==> config.mk <==
export PLATFORM = sky130hd
export DESIGN_NAME = ple_cell
export DESIGN_NICKNAME = d
export VERILOG_FILES = /design/src/positional_list_engine_unit_macros.svh /design/src/ple_pkg.sv /design/src/ple_cell.sv
export SDC_FILE = /design/constraint.sdc
export NUM_CORES = 1
export LEC_CHECK = 0
export BUFFER_PORTS_ARGS = -buffer_cell sky130_fd_sc_hd__clkbuf_2
export CAP_MARGIN = 20
export CORE_AREA = 5 5 73 75
export DETAILED_ROUTE_END_ITERATION = 6
export DIE_AREA = 0 0 78 80
export PLACE_DENSITY_LB_ADDON = 0.15
export SLEW_MARGIN = 20
export SYNTH_ARGS = -nofsm -noshare
export SYNTH_HDL_FRONTEND = slang
export SYNTH_SLANG_ARGS = --single-unit
==> constraint.sdc <==
create_clock -name clk -period 2.4 [get_ports clk]
set_input_delay 0.12 -clock clk [delete_from_list [all_inputs] [get_ports clk]]
set_output_delay 0.12 -clock clk [all_outputs]
set_load 0.03 [all_outputs]
==> src/positional_list_engine_unit_macros.svh <==
// ----------------------------------------------------------------------------
// positional_list_engine_unit_macros
// Assertion helpers for the positional list engine unit.
// ----------------------------------------------------------------------------
`ifndef POSITIONAL_LIST_ENGINE_UNIT_MACROS_SVH
`define POSITIONAL_LIST_ENGINE_UNIT_MACROS_SVH

// checked only while out of reset
`define PLE_ASSERT(lbl, prop, msg) \
	lbl: assert property (@(posedge clk) disable iff (!arst_n) prop) else $error(msg);

// checked at every edge, reset included
`define PLE_ASSERT_ALWAYS(lbl, prop, msg) \
	lbl: assert property (@(posedge clk) prop) else $error(msg);

`endif

==> src/ple_pkg.sv <==
// ----------------------------------------------------------------------------
// ple_pkg
// Shared codes, cell control type and reduction tree sizing functions.
// ----------------------------------------------------------------------------
package ple_pkg;

	typedef enum logic [1:0] {
		OP_INSERT = 2'd0,
		OP_DELETE = 2'd1,
		OP_READ   = 2'd2
	} opcode_t;

	typedef enum logic [1:0] {
		ST_OK     = 2'd0,
		ST_BADPOS = 2'd1,
		ST_FULL   = 2'd2
	} status_t;

	// broadcast to every cell, qualified by the target index
	typedef struct packed {
		logic ins;
		logic del;
		logic rd;
	} cell_ctl_t;

	localparam int TREE_FANIN_LOG2 = 3;

	// node count after lvl levels of 8-to-1 reduction
	function automatic int tree_width(input int n, input int lvl);
		int w;
		w = n;
		for (int k = 0; k < lvl; k++) begin
			w = (w + 7) >> TREE_FANIN_LOG2;
		end
		return w;
	endfunction

	// registered levels needed to reduce n leaves to one
	function automatic int tree_levels(input int n);
		int w;
		int l;
		w = (n + 7) >> TREE_FANIN_LOG2;
		l = 1;
		while (w > 1) begin
			w = (w + 7) >> TREE_FANIN_LOG2;
			l++;
		end
		return l;
	endfunction

endpackage

==> src/ple_cell.sv <==
// ----------------------------------------------------------------------------
// ple_cell
// One storage slot of the list; holds, loads, or takes a neighbor's word.
// ----------------------------------------------------------------------------
module ple_cell #(
	parameter int W   = 32,
	parameter int IW  = 6,
	parameter int IDX = 0
) (
	input  logic                   clk,
	input  ple_pkg::cell_ctl_t     ctl,
	input  logic [IW-1:0]          tgt,
	input  logic [W-1:0]           word,
	input  logic [W-1:0]           prev_word,
	input  logic [W-1:0]           next_word,
	output logic [W-1:0]           value,
	output logic [W-1:0]           rd_word
);

	localparam logic [IW-1:0] MY_IDX = IW'(IDX);

	logic [W-1:0] data_q;
	logic         at_or_after;
	logic         hit;

	assign at_or_after = MY_IDX >= tgt;
	assign hit         = MY_IDX == tgt;
	assign value       = data_q;
	assign rd_word     = (ctl.rd && hit) ? data_q : '0;

	always_ff @(posedge clk) begin
		if (ctl.ins && at_or_after) begin
			data_q <= hit ? word : prev_word;
		end else if (ctl.del && at_or_after) begin
			data_q <= next_word;
		end
	end

endmodule

==> out/qor.yml <==
dieArea_sq_mm: 0.00624
dpl_cell_area_sq_mm: 0.00248
hold_viol_final: 0
pre_cts_slack_ps: 759
finalInstanceArea_sq_mm: 0.00254
cts.sinks: 32
syn2layout_area_growth_pct: 46.1
yosys-top-cells-area: "edfxtp_1, mux2_4, and2_1"
dp_cells: 296
largest_reg_flops: 32
slew_viol_final: 0
slew_headroom_pct: 62.3
clk_path_buf_depth: 2
grt-busiest-layer: "met2"
grt_use_met3_pct: 5.53
io_pins: 170
stdcell_count: 301
grt_max_degree: 33
start_kind: "input port"
holdWs_ps: 146
power_density_mw_per_mm2: 435
grt_use_total_pct: 13.3
critical_path_class: "input port to primary output"
synthCells: 107
grt_pass1_wl_mm: 6.39
wl_per_cell_um: 14.0
max_cap_viol_count: 0
post_cts_buffers: 0
cts_root_buffer: "clkbuf_8"
crit_fanout: 18
drive_above_1_share_pct: 72.9
firstDrtPassIters: 3
hold_class: "input port to flop"
start_util_pct: 37.9
outcome: "finished clean"
setup_viol: 0
final_core_util_pct: 55.3
antenna_found_initial: 0
die_y_um: 80
via_count: 1349
drt_wl_total_mm: 4.22
use_met1_pct: 15.0
yosys_warnings: 0
dieWidth_um: 78
cts_resized: 0
endpoint_kind: "primary output"
fin_nets: 355
antenna_cells: 0
grt_overflow: 0
period_share_pct: 62.8
drt-initial-drc-count: 18
syn_nets: 213
crit_required_ps: 2280
synth.avg_cell_area_sq_um: 16.3
fin_crit_ps: 1510
path_clk_slew_ps: 60
ir_worst_vdd_uv: 224
total_power_mw: 1.11
numCtsBuffers: 5
core_sq_mm: 0.00460
cts_hold_buf: 0
port_buffers: 137
yosys.area.top_type: "edfxtp_1"
critical_path_arrival_ps: 1390
total_leakage_power_nw: 1.35
tns_ps: 0
ant_nets: 0
cts_tree: "yes"
h-tree-depth: 2
gp_congestion: 0.734
rsz0062_at_grt: "no"
yosysTopAreaCellShare_pct: 55.2
grt.met2_usage_pct: 22.4
fin_ws_ps: 892
via_per_inst: 4.48
drc: 0
worstMarginPinSlew_ps: 565
grt_pass1_vias: 1383
synth_seq_area_share_pct: 55.2
yosysUniqueCellTypes: 11
netlist_area_sq_mm: 0.00174
synth_seq_cells: 32
fmax_mhz: 663
rows: 25
## power by group
group	leakage [nW]	internal [mW]	switching (mW)	total, mW
combinational	1.02	0.0854	0.0456	0.131
clock	0.0359	0.186	0.167	0.353
sequential	0.288	0.621	0.00214	0.623
## cells by family after synthesis
group | after synthesis | synth area share [%]
muxes | 32 | 27.2
AOI/OAI and AO/OA | 1 | 0.575
and+or+nand+nor | 36 | 14.3
DFF | 32 | 55.2
buffers and inverters | 6 | 2.80
## layer usage
metal  part of all wire, %  vias up
li1                      -      666
met3                    11        9
met5                     0        -
met1                    37      599
met2                    49       75
met4                   2.2        0
## path summary, 6_finish.rpt
check / start / to / slack, ps / cells after the start
max: tgt[5] / rd_word[11] / 890 / 6
min: next_word[8] / value[8] / 150 / 2
## cell usage after synthesis
library cell  count
and2_1           32
o211a_1           1
clkbuf_2          3
buf_6             3
mux2_2            2
and3_1            1
nand3_4           1
nor4_4            1
edfxtp_1         32
mux2_4           30
nor2_1            1
## placed cells by master, fill, tap and decap left out
master | Yosys | routed
and2_1 | 32 | 32
and3_1 | 1 | 1
buf_4 | 0 | 4
clkbuf_2 | 3 | 137
clkbuf_8 | 0 | 5
edfxtp_1 | 32 | 32
mux2_2 | 2 | 2
mux2_4 | 30 | 30
nand3_4 | 1 | 1
nor2_1 | 1 | 1
nor4_4 | 1 | 1
o211a_1 | 1 | 1
## final cells by class
class | instances | area (sq um)
clock buffer | 5 | 68.8
fill | 415 | 2050
multi-input combinational | 69 | 732
sequential | 32 | 961
tap | 54 | 67.6
timing repair buffer | 141 | 716
## critical path, cell delays in order
cell	delay, ps
clkbuf_2	100
nor4_4	360
and3_1	250
buf_4	200
and2_1	150
clkbuf_2	200
No activity file was read; power rests on OpenSTA's default activity.
